--- config.mk ---
export PLATFORM = sky130hd
export DESIGN_NAME = pcbe_ctrl
export DESIGN_NICKNAME = d
export VERILOG_FILES = /design/src/rtl/pcbe_pkg.sv /design/src/rtl/pcbe_ctrl.sv
export SDC_FILE = /design/constraint.sdc
export NUM_CORES = 1
export LEC_CHECK = 0
export BUFFER_PORTS_ARGS = -buffer_cell sky130_fd_sc_hd__buf_4
export CAP_MARGIN = 20
export CORE_UTILIZATION = 58
export CTS_BUF_LIST = sky130_fd_sc_hd__clkbuf_16
export CTS_CLUSTER_SIZE = 16
export DETAILED_ROUTE_END_ITERATION = 8
export HOLD_SLACK_MARGIN = 0.08
export PLACE_DENSITY = 0.86
export SYNTH_ARGS = -nofsm -noshare
export SYNTH_HDL_FRONTEND = slang
export SYNTH_SLANG_ARGS = --single-unit
--- constraint.sdc ---
create_clock -name clk -period 3.9 [get_ports clk]
set_input_delay 0.78 -clock clk [delete_from_list [all_inputs] [get_ports clk]]
set_output_delay 0.78 -clock clk [all_outputs]
set_load 0.1 [all_outputs]
--- src/rtl/pcbe_pkg.sv ---
// Shared types and constants of the piecewise cubic Bezier evaluator.
`default_nettype none

package pcbe_pkg;

	localparam int TABLE_AW  = 6;
	localparam int PT_W      = 16;
	localparam int T_W       = 17;
	localparam int CFG_W     = 5;
	localparam int DIV_STEPS = 17;

	localparam logic [T_W-1:0] T_ONE = 17'd65536;

	localparam logic OP_WRITE = 1'b0;
	localparam logic OP_EVAL  = 1'b1;

	localparam logic CFG_KNOTS_ONLY = 1'b0;
	localparam logic CFG_SPAN_TOTAL = 1'b1;

	// Horner step that adds the last coefficient.
	localparam logic [1:0] STEP_LAST = 2'd2;

	typedef enum logic [3:0] {
		ST_IDLE,
		ST_RD_LAST,
		ST_MUL_TGT,
		ST_RD_P0,
		ST_RD_P3,
		ST_CMP,
		ST_RD_P1,
		ST_RD_P2,
		ST_DIV_INIT,
		ST_DIV,
		ST_H_MA,
		ST_H_ADD,
		ST_H_MHI,
		ST_H_MLO,
		ST_H_FIN,
		ST_DONE
	} state_t;

	typedef enum logic [2:0] {
		SLOT_P0,
		SLOT_P1,
		SLOT_P2,
		SLOT_P3,
		SLOT_LAST
	} slot_t;

	typedef enum logic [2:0] {
		MUL_NONE,
		MUL_TGT,
		MUL_A,
		MUL_HI,
		MUL_LO
	} mul_sel_t;

	typedef enum logic [1:0] {
		ADD_NONE,
		ADD_B,
		ADD_C,
		ADD_D
	} add_sel_t;

	typedef struct packed {
		logic                wr_en;
		logic                start;
		logic                rd_en;
		logic [TABLE_AW-1:0] rd_addr;
		slot_t               rd_slot;
		mul_sel_t            mul_sel;
		add_sel_t            add_sel;
		logic                div_init;
		logic                div_step;
		logic                fin;
		logic                coord;
		logic                load_out;
		logic                out_found;
	} cmd_t;

	typedef struct packed {
		logic hit;
		logic div_zero;
	} status_t;

endpackage

`default_nettype wire

--- src/rtl/pcbe_ctrl.sv ---
// Controller: sequences the span search, division and Horner steps of one beat.
`default_nettype none

module pcbe_ctrl import pcbe_pkg::*; #(
	parameter int MAX_SPANS = 16
) (
	input  wire logic             clk,
	input  wire logic             arst_n,
	input  wire logic             in_valid,
	output logic                  in_ready,
	input  wire logic             opcode,
	input  wire logic             out_ready,
	output logic                  out_valid,
	input  wire logic             knots_only,
	input  wire logic [CFG_W-1:0] span_total,
	input  wire status_t          status,
	output cmd_t                  cmd
);

	localparam int SPAN_W = $clog2(MAX_SPANS + 1);

	state_t              state_q, state_d;
	logic [SPAN_W-1:0]   n_q;
	logic [SPAN_W-1:0]   span_q;
	logic [4:0]          cnt_q;
	logic [1:0]          step_q;
	logic                coord_q;
	logic                found_q;
	logic                out_valid_q;

	logic [SPAN_W-1:0]   n_eff;
	logic [TABLE_AW-1:0] base;
	logic [TABLE_AW-1:0] last_addr;
	logic                last_span;

	always_comb begin
		if (span_total == '0) begin
			n_eff = SPAN_W'(1);
		end else if (32'(span_total) > MAX_SPANS) begin
			n_eff = SPAN_W'(MAX_SPANS);
		end else begin
			n_eff = SPAN_W'(span_total);
		end
	end

	// Slot addresses wrap around the 64-entry table.
	assign base      = knots_only ? TABLE_AW'(span_q) : TABLE_AW'(3 * span_q);
	assign last_addr = knots_only ? TABLE_AW'(n_q) : TABLE_AW'(3 * n_q);
	assign last_span = (span_q == SPAN_W'(n_q - 1'b1));

	always_ff @(posedge clk or negedge arst_n) begin
		if (!arst_n) begin
			state_q <= ST_IDLE;
		end else begin
			state_q <= state_d;
		end
	end

	always_comb begin
		state_d       = state_q;
		cmd           = '0;
		cmd.coord     = coord_q;
		cmd.out_found = found_q;
		in_ready      = 1'b0;
		unique case (state_q)
			ST_IDLE: begin
				in_ready = 1'b1;
				if (in_valid) begin
					if (opcode == OP_WRITE) begin
						cmd.wr_en = 1'b1;
					end else begin
						cmd.start = 1'b1;
						state_d   = ST_RD_LAST;
					end
				end
			end
			ST_RD_LAST: begin
				cmd.rd_en   = 1'b1;
				cmd.rd_addr = last_addr;
				cmd.rd_slot = SLOT_LAST;
				state_d     = ST_MUL_TGT;
			end
			ST_MUL_TGT: begin
				cmd.mul_sel = MUL_TGT;
				state_d     = ST_RD_P0;
			end
			ST_RD_P0: begin
				cmd.rd_en   = 1'b1;
				cmd.rd_addr = base;
				cmd.rd_slot = SLOT_P0;
				state_d     = ST_RD_P3;
			end
			ST_RD_P3: begin
				cmd.rd_en   = 1'b1;
				cmd.rd_addr = knots_only ? base + 6'd1 : base + 6'd3;
				cmd.rd_slot = SLOT_P3;
				state_d     = ST_CMP;
			end
			ST_CMP: begin
				if (status.hit) begin
					state_d = ST_RD_P1;
				end else if (last_span) begin
					state_d = ST_DONE;
				end else begin
					state_d = ST_RD_P0;
				end
			end
			ST_RD_P1: begin
				cmd.rd_en   = 1'b1;
				cmd.rd_addr = knots_only ? base : base + 6'd1;
				cmd.rd_slot = SLOT_P1;
				state_d     = ST_RD_P2;
			end
			ST_RD_P2: begin
				cmd.rd_en   = 1'b1;
				cmd.rd_addr = knots_only ? base + 6'd1 : base + 6'd2;
				cmd.rd_slot = SLOT_P2;
				state_d     = ST_DIV_INIT;
			end
			ST_DIV_INIT: begin
				cmd.div_init = 1'b1;
				state_d      = status.div_zero ? ST_H_MA : ST_DIV;
			end
			ST_DIV: begin
				cmd.div_step = 1'b1;
				if (cnt_q == 5'(DIV_STEPS - 1)) begin
					state_d = ST_H_MA;
				end
			end
			ST_H_MA: begin
				cmd.mul_sel = MUL_A;
				state_d     = ST_H_ADD;
			end
			ST_H_ADD: begin
				unique case (step_q)
					2'd0:    cmd.add_sel = ADD_B;
					2'd1:    cmd.add_sel = ADD_C;
					default: cmd.add_sel = ADD_D;
				endcase
				state_d = (step_q == STEP_LAST) ? ST_H_FIN : ST_H_MHI;
			end
			ST_H_MHI: begin
				cmd.mul_sel = MUL_HI;
				state_d     = ST_H_MLO;
			end
			ST_H_MLO: begin
				cmd.mul_sel = MUL_LO;
				state_d     = ST_H_ADD;
			end
			ST_H_FIN: begin
				cmd.fin = 1'b1;
				state_d = coord_q ? ST_DONE : ST_H_MA;
			end
			ST_DONE: begin
				if (!out_valid_q || out_ready) begin
					cmd.load_out = 1'b1;
					state_d      = ST_IDLE;
				end
			end
			default: state_d = ST_IDLE;
		endcase
	end

	always_ff @(posedge clk or negedge arst_n) begin
		if (!arst_n) begin
			n_q         <= SPAN_W'(1);
			span_q      <= '0;
			cnt_q       <= '0;
			step_q      <= '0;
			coord_q     <= 1'b0;
			found_q     <= 1'b0;
			out_valid_q <= 1'b0;
		end else begin
			if (cmd.start) begin
				n_q     <= n_eff;
				span_q  <= '0;
				found_q <= 1'b0;
			end
			if (state_q == ST_CMP && !status.hit && !last_span) begin
				span_q <= span_q + 1'b1;
			end
			if (state_q == ST_DIV_INIT) begin
				cnt_q   <= '0;
				coord_q <= 1'b0;
				step_q  <= '0;
				found_q <= 1'b1;
			end
			if (state_q == ST_DIV) begin
				cnt_q <= cnt_q + 1'b1;
			end
			if (state_q == ST_H_ADD && step_q != STEP_LAST) begin
				step_q <= step_q + 1'b1;
			end
			if (state_q == ST_H_FIN) begin
				coord_q <= 1'b1;
				step_q  <= '0;
			end
			if (cmd.load_out) begin
				out_valid_q <= 1'b1;
			end else if (out_ready) begin
				out_valid_q <= 1'b0;
			end
		end
	end

	assign out_valid = out_valid_q;

endmodule

`default_nettype wire

# [Word level (Yosys, flattened, before mapping)]
# Cells that the tools add are included.
[totals] reg_bits=24 elab_cells=104 inputBits=13
[classes] order_cmp=1 n_eq_ne=24 n_mux=44 n_reduce_logical=18 multipliers=2 addsub=7
[op_table] operator="one-hot mux 4 bit (15 select lines)" count=1
[op_table] operator="one-hot mux 10 bit (5 select lines)" count=1
[op_table] operator="equality test 4 bit, second input constant" count=8
[op_table] operator="2-to-1 mux 5 bit" count=6
[op_table] operator="2-to-1 mux 6 bit" count=5
[op_table] operator="2-to-1 mux 4 bit" count=6
[op_table] operator="equality test 4 x 3 -> 1 bit, second input constant" count=4
[op_table] operator="2-to-1 mux 2 bit" count=8
[op_table] operator="2-to-1 mux 1 bit" count=14
[op_table] operator="adder 6 x 2 -> 6 bit, second input constant" count=2
[op_table] operator="multiplier 2 x 5 -> 6 bit, first input constant" count=2
[op_table] operator="one-hot mux 3 bit (4 select lines)" count=1
[op_table] operator="adder 5 x 1 -> 5 bit, second input constant" count=2
[op_table] operator="!= test 2 bit, second input constant" count=5
[op_table] operator="nonzero test 2 bit" count=5
[op_table] operator="equality test 4 x 2 -> 1 bit, second input constant" count=2
[op_table] operator="adder 6 x 1 -> 6 bit, second input constant" count=1
[op_table] operator="equality test 5 bit" count=1
[op_table] operator="equality test 5 bit, second input constant" count=1
[op_table] operator="> comparator 5 bit, second input constant" count=1
[op_table] operator="logical NOT 5 bit" count=1
[op_table] operator="subtractor 5 x 1 -> 5 bit, second input constant" count=1
[op_table] operator="equality test 4 x 1 -> 1 bit, second input constant" count=1
[op_table] operator="logical NOT 4 bit" count=1
[op_table] operator="other kinds (12)" count=16

# [Depth between registers and ports, before layout]
[logic_depth] depth_word=5 depth_mapped=12 depth_no_buf=11

# [Worst setup path before layout]
# OpenSTA, ideal clock, no wires.
[synth_timing] path_type="register to output" from="register state_q[0]" to="output cmd[19] in the netlist's numbering" slack_ps=-1958 arrival_time_ps=5078 stages_incl_launch_ff=6 required_time_ps=3120 cell_sequence="dfrtp_1 > clkbuf_1 > nand2b_1 > nor3_1 > a221oi_1 > a31oi_1"
[synth_rtl] item="from (decl)" line="pcbe_ctrl.sv:22" source="state_t state_q, state_d;"
[synth_rtl] item="from (signal assigned)" line="pcbe_ctrl.sv:55" source="state_q <= state_d;"
[synth_rtl] item="to (decl)" line="pcbe_ctrl.sv:17" source="output cmd_t cmd"

==> flow_metrics.env <==
export IMPL_final_cells=408
export IMPL_grt_pass1_wl_um=10800
export IMPL_avgViaCountPerCell=6.41
export IMPL_firstDrtPassIters=5
export IMPL_arrival_ps=3110
export IMPL_grt_pass1_vias=2322
export IMPL_yosys_area_top_type="dfrtp_1"
export IMPL_path_delay_family="compound AO/OA/AOI/OAI gates"
export IMPL_drive_above_1_share=0.201
export IMPL_synth_warnings=0
export IMPL_ys_seq_elements=24
export IMPL_synth_top_cell_area_share=0.223
export IMPL_finalHoldViolations=0
export IMPL_crit_buf_inv=1
export IMPL_coreArea_mm2=0.00414
export IMPL_dieArea_mm2=0.00471
export IMPL_grt_overflow=0
export IMPL_drt_wl_total_um=7000
export IMPL_worstSetupStartpointType="register"
export IMPL_clk_pin_slew_ps=60
export IMPL_antenna_cells=0
export IMPL_drtIter0Drc=301
export IMPL_fin_area_mm2=0.00312
export IMPL_dp_cells=404
export IMPL_worstPathMaxFanout=5
export IMPL_finalSetupViolCount=0
export IMPL_slew_headroom=0.526
export IMPL_synth_cell_types=52
export IMPL_grt_usage=0.314
export IMPL_worstPathRequired_ps=3120
export IMPL_max_cap_violations=0
export IMPL_initial_core_util=0.622
export IMPL_avgSynthCellArea_um2=7.83
export IMPL_path_depth=12
export IMPL_ff2ff_path_depth=8
export IMPL_hp_class="input port to asynchronous set/reset pin"
export IMPL_num_vias=2614
export IMPL_insertion_delay_ps=260
export IMPL_port_buffers=37
export IMPL_syn_area_mm2=0.00258
export IMPL_status="completed"
export IMPL_crit_path_cell_trace="ha_2 -> fa_1 -> nor2b_2 -> a21o_1 -> ha_1 -> a21oi_2 -> o21ai_1 -> nand2_1 -> o2111ai_1 -> o31a_1 -> a31oi_4 -> buf_12"
export IMPL_setup_tns_ps=0
export IMPL_nNetsFinal=399
export IMPL_cts_buffers=3
export IMPL_synth_common_cells="nor2_1 (30), nand2_1 (28), ha_1 (25)"
export IMPL_clockBufferDepth=2
export IMPL_cts_max_level=1
export IMPL_synth_ff_type="dfrtp_1"
export IMPL_max_freq_ghz=0.257
export IMPL_clock_sinks=24
export IMPL_gp_congestion=0.937
export IMPL_crit_path_top_delay_cell="fa_1"
export IMPL_dpl_instance_area_mm2=0.00295
export IMPL_die_h_um=68.6
export IMPL_rsz0062_at_grt="true"
export IMPL_syn_nets=369
export IMPL_cpPeakStageDelay_ps=500
export IMPL_synth_cells=329
export IMPL_whs_ps=407
export IMPL_drv_slew=0
export IMPL_clk_root_buffer_cell="clkbuf_16"
export IMPL_ant_nets=0
export IMPL_pin_count=38
export IMPL_grt_start_max_net_pins=25
export IMPL_yosys_top_cells_area="dfrtp_1 (22%), ha_1 (12%), xor2_1 (4.4%)"
export IMPL_clock_skew_ps=3.45
export IMPL_num_rows=23
export IMPL_drt_wirelength_per_cell_um=17.2
export IMPL_die_w_um=68.6
export IMPL_drc=0
export IMPL_yosysSeqAreaShare=0.234
export IMPL_min_period_over_period=0.996
export IMPL_yosysMostFrequentCell="nor2_1"
export IMPL_critPathKind="register to primary output"
export IMPL_layout_min_cycle_time_ps=3890
export IMPL_tightest_slew_ps=712
export IMPL_cts_tree="done"
export IMPL_hpwl_um=5000
export IMPL_antenna_found_initial=0
export IMPL_synth_edf_count=0
export IMPL_endpoint_kind="primary output"
export IMPL_synthArstFlopShare=1.00
export IMPL_area_growth_pct=21.1
==> routing by layer <==
layer,up-vias,GRT usage,part of all wire
met5,-,0,0
met4,0,0.154,0.031
met3,25,0.0477,0.081
met2,137,0.518,0.47
met1,1224,0.397,0.42
li1,1228,-,-
==> cell families after synthesis <==
family                     share of synthesized area
and+or+nand+nor                                0.208
AOI/OAI and AO/OA                              0.229
xor gates and xnor gates                      0.0816
DFF                                            0.234
buffers and inverters                         0.0792
adders and majority gates                      0.137
muxes                                         0.0321
==> worst reg2reg max path: cells and delay by family (launching register included) <==
| kind | cells | cell delay (ps) |
|---|---|---|
| adder cells (fa/ha/maj) | 1 | 190 |
| multiplexers | 1 | 350 |
| buffers and inverters | 1 | 200 |
| flip-flops | 1 | 440 |
| AO/OA/AOI/OAI | 3 | 970 |
| AND/OR/NAND/NOR | 1 | 180 |
| XOR/XNOR | 1 | 190 |
==> layout by cell type (no fill, tap or decap), types with 6 or more instances in the layout <==
cell / count
a21o_1: 6
a21oi_1: 19
and3_1: 6
buf_4: 43
dfrtp_1: 23
ha_1: 23
inv_1: 23
nand2_1: 28
nand3_1: 11
nor2_1: 30
nor3_1: 11
o21ai_0: 17
xnor2_1: 11
xor2_1: 13
==> stage by stage <==
step                      utilization  setup WS (ps)
after detailed placement        0.711            104
after global placement          0.711            242
after floorplan                     -           72.1
final                           0.753           14.2
after global routing            0.753          -54.4
after CTS                       0.743           24.1
==> sequential cells by signal, summed over array words and instances, names as in the netlist <==
register   flops
state_q        4
coord_q        1
n_q            5
step_q         2
found_q        1
cnt_q          5
out_valid      1
span_q         5
==> area by class of cell <==
class                      count  area (um2)
inverter                      24        90.1
timing repair buffer          46         383
multi-input combinational    260        1880
tap                           50        62.6
sequential                    24         602
clock buffer                   3        75.1
fill                         310        1020
clock inverter                 1        30.0
==> path summary, 6_finish.rpt <==
path	start	endpoint	slack, ps
setup / recovery	span_q[1]$_DFFE_PN0P_	cmd[19]	10
hold / removal	arst_n	span_q[1]$_DFFE_PN0P_	410
setup reg to reg	n_q[2]$_DFFE_PN0P_	span_q[3]$_DFFE_PN0P_	1270
hold reg to reg	found_q$_DFFE_PN0P_	found_q$_DFFE_PN0P_	500
max in group asynchronous	arst_n	n_q[0]$_DFFE_PN1P_	3210
min in group clk	found_q$_DFFE_PN0P_	found_q$_DFFE_PN0P_	500
==> what timing repair did <==
action	4_1_cts	5_1_grt
endpoints found under the setup margin	3	3
resized for setup	9	8
buffers inserted	0	0
pin swaps	0	1
hold buffers	0	0
gates cloned	0	0
Power is not shown: default switching activity piles up to over one toggle a cycle in this logic, so the estimate is an artifact.
