### config.mk
export PLATFORM = sky130hd
export DESIGN_NAME = pcbe_datapath
export DESIGN_NICKNAME = d
export VERILOG_FILES = /design/src/rtl/pcbe_pkg.sv /design/src/rtl/pcbe_datapath.sv
export SDC_FILE = /design/constraint.sdc
export NUM_CORES = 2
export LEC_CHECK = 0
export ABC_AREA = 0
export BUFFER_PORTS_ARGS = -buffer_cell sky130_fd_sc_hd__buf_2
export CELL_PAD_IN_SITES_DETAIL_PLACEMENT = 1
export CELL_PAD_IN_SITES_GLOBAL_PLACEMENT = 1
export CORE_UTILIZATION = 44
export DETAILED_ROUTE_END_ITERATION = 10
export PLACE_DENSITY = 0.75
export SYNTH_ARGS = -nofsm -noshare
export SYNTH_HDL_FRONTEND = slang
export SYNTH_SLANG_ARGS = --single-unit
### constraint.sdc
create_clock -name clk -period 17.9 [get_ports clk]
set_input_delay 3.58 -clock clk [delete_from_list [all_inputs] [get_ports clk]]
set_output_delay 3.58 -clock clk [all_outputs]
set_load 0.05 [all_outputs]
### src/rtl/pcbe_pkg.sv
// Shared types and constants of the piecewise cubic Bezier evaluator.
`default_nettype none

package pcbe_pkg;

	localparam int TABLE_AW  = 6;
	localparam int PT_W      = 16;
	localparam int T_W       = 17;
	localparam int CFG_W     = 5;
	localparam int DIV_STEPS = 17;

	localparam logic [T_W-1:0] T_ONE = 17'd65536;

	localparam logic OP_WRITE = 1'b0;
	localparam logic OP_EVAL  = 1'b1;

	localparam logic CFG_KNOTS_ONLY = 1'b0;
	localparam logic CFG_SPAN_TOTAL = 1'b1;

	// Horner step that adds the last coefficient.
	localparam logic [1:0] STEP_LAST = 2'd2;

	typedef enum logic [3:0] {
		ST_IDLE,
		ST_RD_LAST,
		ST_MUL_TGT,
		ST_RD_P0,
		ST_RD_P3,
		ST_CMP,
		ST_RD_P1,
		ST_RD_P2,
		ST_DIV_INIT,
		ST_DIV,
		ST_H_MA,
		ST_H_ADD,
		ST_H_MHI,
		ST_H_MLO,
		ST_H_FIN,
		ST_DONE
	} state_t;

	typedef enum logic [2:0] {
		SLOT_P0,
		SLOT_P1,
		SLOT_P2,
		SLOT_P3,
		SLOT_LAST
	} slot_t;

	typedef enum logic [2:0] {
		MUL_NONE,
		MUL_TGT,
		MUL_A,
		MUL_HI,
		MUL_LO
	} mul_sel_t;

	typedef enum logic [1:0] {
		ADD_NONE,
		ADD_B,
		ADD_C,
		ADD_D
	} add_sel_t;

	typedef struct packed {
		logic                wr_en;
		logic                start;
		logic                rd_en;
		logic [TABLE_AW-1:0] rd_addr;
		slot_t               rd_slot;
		mul_sel_t            mul_sel;
		add_sel_t            add_sel;
		logic                div_init;
		logic                div_step;
		logic                fin;
		logic                coord;
		logic                load_out;
		logic                out_found;
	} cmd_t;

	typedef struct packed {
		logic hit;
		logic div_zero;
	} status_t;

endpackage

`default_nettype wire

### src/rtl/pcbe_datapath.sv
// Datapath: point tables, span test, local-t divider, shared multiplier and Horner unit.
`default_nettype none

module pcbe_datapath import pcbe_pkg::*; #(
	parameter int COORD_BITS = 16
) (
	input  wire logic                         clk,
	input  wire logic [TABLE_AW-1:0]          point_index,
	input  wire logic signed [PT_W-1:0]       point_x_in,
	input  wire logic signed [PT_W-1:0]       point_y_in,
	input  wire logic [T_W-1:0]               t_global,
	input  wire cmd_t                         cmd,
	output status_t                           status,
	output logic signed [COORD_BITS-1:0]      x_pos,
	output logic signed [COORD_BITS-1:0]      y_pos,
	output logic                              found
);

	localparam logic signed [39:0] SAT_MAX = (40'sd1 <<< (COORD_BITS - 1)) - 40'sd1;
	localparam logic signed [39:0] SAT_MIN = -SAT_MAX - 40'sd1;

	logic signed [PT_W-1:0] mem_x_q [2**TABLE_AW];
	logic signed [PT_W-1:0] mem_y_q [2**TABLE_AW];

	logic signed [PT_W-1:0] px_q [4];
	logic signed [PT_W-1:0] py_q [4];
	logic signed [PT_W-1:0] lastx_q;
	logic [T_W-1:0]         t_q;
	logic signed [33:0]     target_q;
	logic signed [39:0]     prod_q;
	logic [32:0]            lo_q;
	logic signed [39:0]     h_q;
	logic [16:0]            rem_q;
	logic [16:0]            numlo_q;
	logic [16:0]            dvs_q;
	logic [T_W-1:0]         q_q;
	logic signed [COORD_BITS-1:0] xres_q;
	logic signed [COORD_BITS-1:0] yres_q;
	logic signed [COORD_BITS-1:0] x_pos_q;
	logic signed [COORD_BITS-1:0] y_pos_q;
	logic                         found_q;

	logic signed [33:0] lo_sh;
	logic signed [33:0] hi_sh;
	logic signed [33:0] num;
	logic [16:0]        dvs;
	logic [17:0]        trial;
	logic               ge;

	logic signed [19:0] e0, e1, e2, e3;
	logic signed [19:0] coef_a, coef_b, coef_c, coef_d, coef_sel;

	logic signed [23:0] mul_a;
	logic signed [17:0] mul_b;
	logic signed [41:0] mul_p;

	logic [33:0]        lo_rnd;
	logic signed [39:0] rnd_ext;
	logic signed [39:0] coef_sh;
	logic signed [39:0] h_next;
	logic signed [39:0] h_rnd;
	logic signed [39:0] v;
	logic signed [39:0] sat_v;

	// Table writes and reads; each read lands directly in its operand register.
	always_ff @(posedge clk) begin
		if (cmd.wr_en) begin
			mem_x_q[point_index] <= point_x_in;
			mem_y_q[point_index] <= point_y_in;
		end
		if (cmd.rd_en) begin
			if (cmd.rd_slot == SLOT_LAST) begin
				lastx_q <= mem_x_q[cmd.rd_addr];
			end else begin
				px_q[cmd.rd_slot[1:0]] <= mem_x_q[cmd.rd_addr];
				py_q[cmd.rd_slot[1:0]] <= mem_y_q[cmd.rd_addr];
			end
		end
	end

	// Span test against the target x, which carries 16 fraction bits.
	assign lo_sh = 34'(px_q[0]) <<< 16;
	assign hi_sh = 34'(px_q[3]) <<< 16;
	assign num   = target_q - lo_sh;
	assign dvs   = 17'(px_q[3]) - 17'(px_q[0]);

	assign status.hit      = (target_q >= lo_sh) && (target_q <= hi_sh);
	assign status.div_zero = (px_q[3] == px_q[0]);

	// Restoring divider, one quotient bit per cycle.
	assign trial = {rem_q, numlo_q[16]};
	assign ge    = (trial >= {1'b0, dvs_q});

	always_ff @(posedge clk) begin
		if (cmd.start) begin
			t_q <= (t_global > T_ONE) ? T_ONE : t_global;
		end
		if (cmd.div_init) begin
			rem_q   <= num[33:17];
			numlo_q <= num[16:0];
			dvs_q   <= dvs;
			q_q     <= '0;
		end else if (cmd.div_step) begin
			rem_q   <= ge ? 17'(trial - {1'b0, dvs_q}) : trial[16:0];
			numlo_q <= {numlo_q[15:0], 1'b0};
			q_q     <= {q_q[15:0], ge};
		end
	end

	// Cubic coefficients of the selected coordinate.
	always_comb begin
		if (cmd.coord) begin
			e0 = 20'(py_q[0]);
			e1 = 20'(py_q[1]);
			e2 = 20'(py_q[2]);
			e3 = 20'(py_q[3]);
		end else begin
			e0 = 20'(px_q[0]);
			e1 = 20'(px_q[1]);
			e2 = 20'(px_q[2]);
			e3 = 20'(px_q[3]);
		end
		coef_a = e3 - e0 + 20'sd3 * (e1 - e2);
		coef_b = 20'sd3 * (e0 + e2) - 20'sd6 * e1;
		coef_c = 20'sd3 * (e1 - e0);
		coef_d = e0;
	end

	// The one multiplier, shared by the target scale and all Horner products.
	always_comb begin
		unique case (cmd.mul_sel)
			MUL_TGT: begin
				mul_a = 24'(lastx_q);
				mul_b = {1'b0, t_q};
			end
			MUL_A: begin
				mul_a = 24'(coef_a);
				mul_b = {1'b0, q_q};
			end
			MUL_HI: begin
				mul_a = h_q[39:16];
				mul_b = {1'b0, q_q};
			end
			MUL_LO: begin
				mul_a = {8'd0, h_q[15:0]};
				mul_b = {1'b0, q_q};
			end
			default: begin
				mul_a = '0;
				mul_b = '0;
			end
		endcase
		mul_p = mul_a * mul_b;
	end

	always_ff @(posedge clk) begin
		unique case (cmd.mul_sel)
			MUL_TGT:       target_q <= mul_p[33:0];
			MUL_A, MUL_HI: prod_q   <= mul_p[39:0];
			MUL_LO:        lo_q     <= mul_p[32:0];
			default:       ;
		endcase
	end

	// Horner accumulate: high product plus rounded low product plus coefficient; the B step adds no low product.
	always_comb begin
		unique case (cmd.add_sel)
			ADD_B:   coef_sel = coef_b;
			ADD_C:   coef_sel = coef_c;
			default: coef_sel = coef_d;
		endcase
		lo_rnd  = 34'(lo_q) + 34'd32768;
		rnd_ext = (cmd.add_sel == ADD_B) ? 40'sd0 : $signed({22'd0, lo_rnd[33:16]});
		coef_sh = 40'(coef_sel) <<< 16;
		h_next  = prod_q + coef_sh + rnd_ext;
	end

	always_comb begin
		h_rnd = h_q + 40'sd32768;
		v     = h_rnd >>> 16;
		if (v > SAT_MAX) begin
			sat_v = SAT_MAX;
		end else if (v < SAT_MIN) begin
			sat_v = SAT_MIN;
		end else begin
			sat_v = v;
		end
	end

	always_ff @(posedge clk) begin
		if (cmd.add_sel != ADD_NONE) begin
			h_q <= h_next;
		end
		if (cmd.fin) begin
			if (cmd.coord) begin
				yres_q <= sat_v[COORD_BITS-1:0];
			end else begin
				xres_q <= sat_v[COORD_BITS-1:0];
			end
		end
		if (cmd.load_out) begin
			x_pos_q <= cmd.out_found ? xres_q : '0;
			y_pos_q <= cmd.out_found ? yres_q : '0;
			found_q <= cmd.out_found;
		end
	end

	assign x_pos = x_pos_q;
	assign y_pos = y_pos_q;
	assign found = found_q;

endmodule

`default_nettype wire

# Word-level counts from Yosys, hierarchy flattened
# Memory sizes are Yosys's and may differ from the RTL's.
# Cells that the tools add are included.
# word_totals
input_bits	79
rom_bits	0
ff_bits	313
ramBits	2176
n_memories	4
latchBits	0
wordCells	80
# op_classes
n_lt_le_gt_ge	6
n_addsub	13
multipliers	5
bitwise	1
eq_ne	8
div	0
muxes	20
n_shift	0
n_reduce_logical	8
# mem_list
memory	depth	width	read_ports	rd_ports_with_merged_regs	wr	line	rtl
mem_x_q	64	16	1	0	1	pcbe_datapath.sv:22	logic signed [PT_W-1:0] mem_x_q [2**TABLE_AW];
mem_y_q	64	16	1	0	1	pcbe_datapath.sv:23	logic signed [PT_W-1:0] mem_y_q [2**TABLE_AW];
px_q	4	16	4	0	1	pcbe_datapath.sv:25	logic signed [PT_W-1:0] px_q [4];
py_q	4	16	4	0	1	pcbe_datapath.sv:26	logic signed [PT_W-1:0] py_q [4];
# ops
operator	count
$pmux 24 s4	1
$mux 17	5
$mux 20	4
$sub 20x20->20	4
$mul 3x20->20 const A	3
$add 20x20->20	2
$add 40x17->40 const B	1
$add 40x19->40	1
$add 40x36->40	1
$mul 24x18->40	1
$pmux 20 s2	1
$add 33x16->34 const B	1
$ge 34x32->1	1
$le 34x32->1	1
$pmux 17 s2	1
$sub 34x32->34	1
$mux 16	2
$gt 24x16->1 const B	1
$lt 24x16->1 const B	1
$mul 3x20->19 const A	1
$ge 18x17->1	1
$mux 18	1
$gt 17x17->1 const B	1
$sub 16x16->17	1
14 further kinds	23

# Longest topological paths before layout
# An unclocked memory read counts as a cell.
# depth
depth_word	8
mapped_depth	56
ltp_nobuf	52

# Least setup slack after synthesis
# Ideal clock, no wire load.
# synth_path
kind	input to register
startpoint	input port cmd[2] in the netlist's numbering
endpoint	register prod_q[39], data pin
t_arrival_ns	15.446
slack_ns	2.186
n_path_buf	3
required_ns	17.632
cell_stages	54
cell_sequence	clkbuf_1 > clkbuf_1 > buf_1 > mux2i_1 > inv_1 > fa_1 > nor2b_1 > o21ai_1 > nand2b_1 > a31oi_2 > a21oi_2 > a21o_1 > nand3_1 > nand2_1 > a21oi_1 > xnor2_1 > ha_1 > inv_1 > [... 18 more ...] > fa_1 > fa_1 > inv_1 > fa_1 > inv_1 > fa_1 > inv_1 > ha_1 > a221oi_1 > nand2_1 > a2111oi_2 > o31ai_1 > nand2_1 > o21ai_1 > o31ai_1 > a21oi_1 > a31o_2 > xnor3_1
# synth_via
elab_chain_cells	6
word_cells_on_any_way	10
# synth_rtl
item	line	rtl
start, declared	pcbe_datapath.sv:12	input wire cmd_t cmd,
$mux 20	pcbe_datapath.sv:112	if (cmd.coord) begin
$sub 20x20->20	pcbe_datapath.sv:123	coef_a = e3 - e0 + 20'sd3 * (e1 - e2);
$mul 3x20->20	pcbe_datapath.sv:123	
$add 20x20->20 (*)	pcbe_datapath.sv:123	
$pmux 24 s4 (*)	pcbe_datapath.sv:131	unique case (cmd.mul_sel)
$mul 24x18->40 (*)	pcbe_datapath.sv:153	mul_p = mul_a * mul_b;
net mul_p[39]	pcbe_datapath.sv:55	logic signed [41:0] mul_p;
end signal, assigned	pcbe_datapath.sv:159	MUL_A, MUL_HI: prod_q <= mul_p[39:0];
end, declared	pcbe_datapath.sv:30	logic signed [39:0] prod_q;
# Mark *: on every way through the listed nets, which the timed path passes. The rest lies on a longest branch.
# A chain may end at the register's enable or synchronous reset.

# Worst setup path in the final report
# Ends and elaborated chain as after synthesis.

==> impl_metrics.tcl <==
set metrics [dict create \
    clk_latency_ps 960 \
    grt_pass1_vias 72800 \
    multi_input_area_um2 43700 \
    antenna_found_initial 29 \
    slowest_stage "a221oi_4" \
    regToRegSetupSlack_ps 4320 \
    vias 67100 \
    place_congestion 0.890 \
    rsz0062_at_grt "no" \
    grt_max_degree 105 \
    drv_cap 0 \
    vdd_drop_max_mv 0.128 \
    hold_depth 1 \
    drt_iter0_drc 6573 \
    track_usage_pct 24.0 \
    synth_edf_count 2457 \
    power.leakage_nw 47.8 \
    grt-busiest-layer "met2" \
    use_met1_pct 31.4 \
    p_total_mw 15.5 \
    rows 192 \
    synth_top_cell_by_area "edfxtp_1" \
    final_nets 8464 \
    cts_tree "done" \
    numPortBuffers 113 \
    synth_flop_cell "edfxtp_1" \
    drt_first_pass_iters 5 \
    fin_area_um2 134000 \
    io_pins 114 \
    hold_viol_final 0 \
    r2r-start "py_q[2][0]$_DFFE_PP_" \
    die-area_um2 277000 \
    ctsRootBufferMaster "clkbuf_16" \
    path_clk_slew_ps 60 \
    yosysTopAreaCellShare_pct 61.0 \
    cts_resized 0 \
    max-clock-path-buffers 4 \
    regArea_um2 74100 \
    finalSetupTns_ps 0 \
    dp_cells 10800 \
    ff2ff_path_depth 52 \
    path_buf_inv 8 \
    setup_ws_ps 1250 \
    cts_sinks 2474 \
    fin_worst_skew_ps 125 \
    worstPathMaxFanout 38 \
    crit_top_cell "fa_1" \
    grt_pass1_wl_um 489000 \
    tightest_slew_ps 1270 \
    ctsHoldBuffers 0 \
    fmax_ghz 0.0601 \
    max_slew_margin_pct 15.7 \
    critical_path_class "primary input to flop" \
    worstPathRequired_ps 18480 \
    finalSetupViolCount 0 \
    wire_per_inst_um 29.5 \
    fin_crit_ps 16650 \
    synth_most_common_cell "edfxtp_1" \
    seq_area_frac_synth_pct 61.3 \
    use_met2_pct 41.4 \
    fin_crit_sh_pct 93.0 \
    slew_viol_final 0 \
    initial_core_util_pct 44.2 \
    postCtsSetupBuffers 0 \
    hold_path.class "flop to flop" \
    synth.net_count 8233 \
    crit_path_end_kind "flop" \
    wl_um 333000 \
    crit_family "adder cells" \
    synth_area_um2 121000 \
    dp_hpwl_um 215000 \
    ys_seq_elements 2474 \
    fillers 25800 \
    placed_area_um2 127000 \
    routed_via_density 5.94 \
    synth_warnings 0 \
    antenna_left 0 \
    powerDensity_nw_per_um2 115 \
    drive_gt1_share_pct 18.8 \
    synth_commonest_cells "edfxtp_1, inv_1, mux4_2" \
    area_growth_pct 11.1 \
    status "finished clean" \
    slowest_delay_ps 780 \
    htree_num_levels 4 \
    async_reset_ff_share_pct 0 \
    avgSynthCellArea_um2 16.6 \
    synthCells 7271 \
    r2r-end "prod_q[39]$_DFFE_PP_" \
    die_x_um 526 \
    crit_arrival_ps 17220 \
    die_y_um 526 \
    cts_made_buffers 246 \
    place_ws_ps 565 \
    min_to "y_pos[12]$_SDFFCE_PN0P_" \
    ys_top_cells_by_area "edfxtp_1, mux4_2, fa_1" \
    drc_errors 0 \
    final_cells 11300 \
    core-area_um2 274000 \
    grt_overflow 0 \
    use_met3_pct 3.36 \
    synth_cell_type_count 98 \
    start_kind "primary input" \
    hp-start "yres_q[12]$_DFFE_PP_" \
]
## where the power goes
| group | internal, mW | switching, mW | total [mW] |
|---|---|---|---|
| logic | 1.35 | 2.35 | 3.70 |
| registers | 6.65 | 0.118 | 6.77 |
| clock network | 2.81 | 2.23 | 5.04 |
## layout make-up
cell class | instances | share of cell area, %
clock buffer | 297 | 4.77
clock inverter | 156 | 0.978
timing repair buffer | 253 | 1.25
sequential | 2474 | 55.1
antenna | 6 | 0.0112
inverter | 715 | 2.00
multi-input combinational | 3812 | 32.5
tap | 3589 | 3.34
## flip-flops by register name (all words and copies together), names as in the netlist
signal and flops:
target_q 34, lastx_q 16, numlo_q 17, lo_q 18, t_q 17, h_q 40, mem_y_q 1024, yres_q 16
mem_x_q 1024, dvs_q 17, q_q 17, rem_q 17, xres_q 16, y_pos 16, px_q 64, py_q 64
found 1, prod_q 40, x_pos 16
## metal layers
metal	vias to the layer above	share of wire, %
met3	635	7.1
met5	-	0.041
met4	22	3.3
met2	2774	50
li1	28000	-
met1	35700	40
## metrics by stage
step / hold WS, ps / util (%)
after floorplan: 461 / -
after global placement: 506 / 46.3
after detailed placement: 508 / 46.3
after CTS: 528 / 49.1
after global routing: 548 / 49.1
final: 523 / 49.1
## worst max-delay path by stage
stage                      start                   end  slack, ps  depth (start not counted)
after global routing      cmd[2]  prod_q[39]$_DFFE_PP_        590                         51
final                     cmd[2]  prod_q[39]$_DFFE_PP_       1250                         51
after detailed placement  cmd[2]  prod_q[39]$_DFFE_PP_        570                         51
after global placement    cmd[2]  prod_q[39]$_DFFE_PP_       1120                         50
after floorplan           cmd[2]  prod_q[39]$_DFFE_PP_       2190                         54
after CTS                 cmd[2]  prod_q[39]$_DFFE_PP_       1380                         51
## kinds of logic after synthesis
family          after synthesis  share of synthesized area (%)
mux                         794                           13.5
simple gates               1166                           4.37
xor+xnor                    244                           1.83
flops                      2474                           61.3
compound gates              720                           4.02
fa+ha+maj                   888                           12.0
buf+inv                     985                           3.09
## placed cells by master, fill, tap and decap left out, types with 18 or more instances in the layout
| cell type | count |
|---|---|
| clkinv_1 | 51 |
| buf_4 | 143 |
| nand4_1 | 26 |
| a22o_1 | 21 |
| clkbuf_16 | 249 |
| and2_1 | 51 |
| nand3_1 | 63 |
| a21o_1 | 75 |
| o21bai_1 | 25 |
| mux2_2 | 48 |
| nor2_4 | 63 |
| buf_2 | 105 |
| and3_1 | 19 |
| a31oi_1 | 18 |
| edfxtp_1 | 2457 |
| nor2b_1 | 54 |
| bufinv_16 | 18 |
| mux2i_1 | 83 |
| o31ai_1 | 19 |
| nor3_1 | 38 |
| inv_1 | 712 |
| xor2_1 | 75 |
| a22oi_1 | 28 |
| fa_1 | 449 |
| nand2b_1 | 50 |
| clkinv_2 | 58 |
| ha_1 | 434 |
| clkbuf_1 | 48 |
| xnor2_1 | 164 |
| o21a_1 | 46 |
| a21oi_1 | 175 |
| mux4_2 | 663 |
| nor2_1 | 396 |
| o21ai_0 | 152 |
| nand2_1 | 319 |
(Power assumes the default switching activity.)
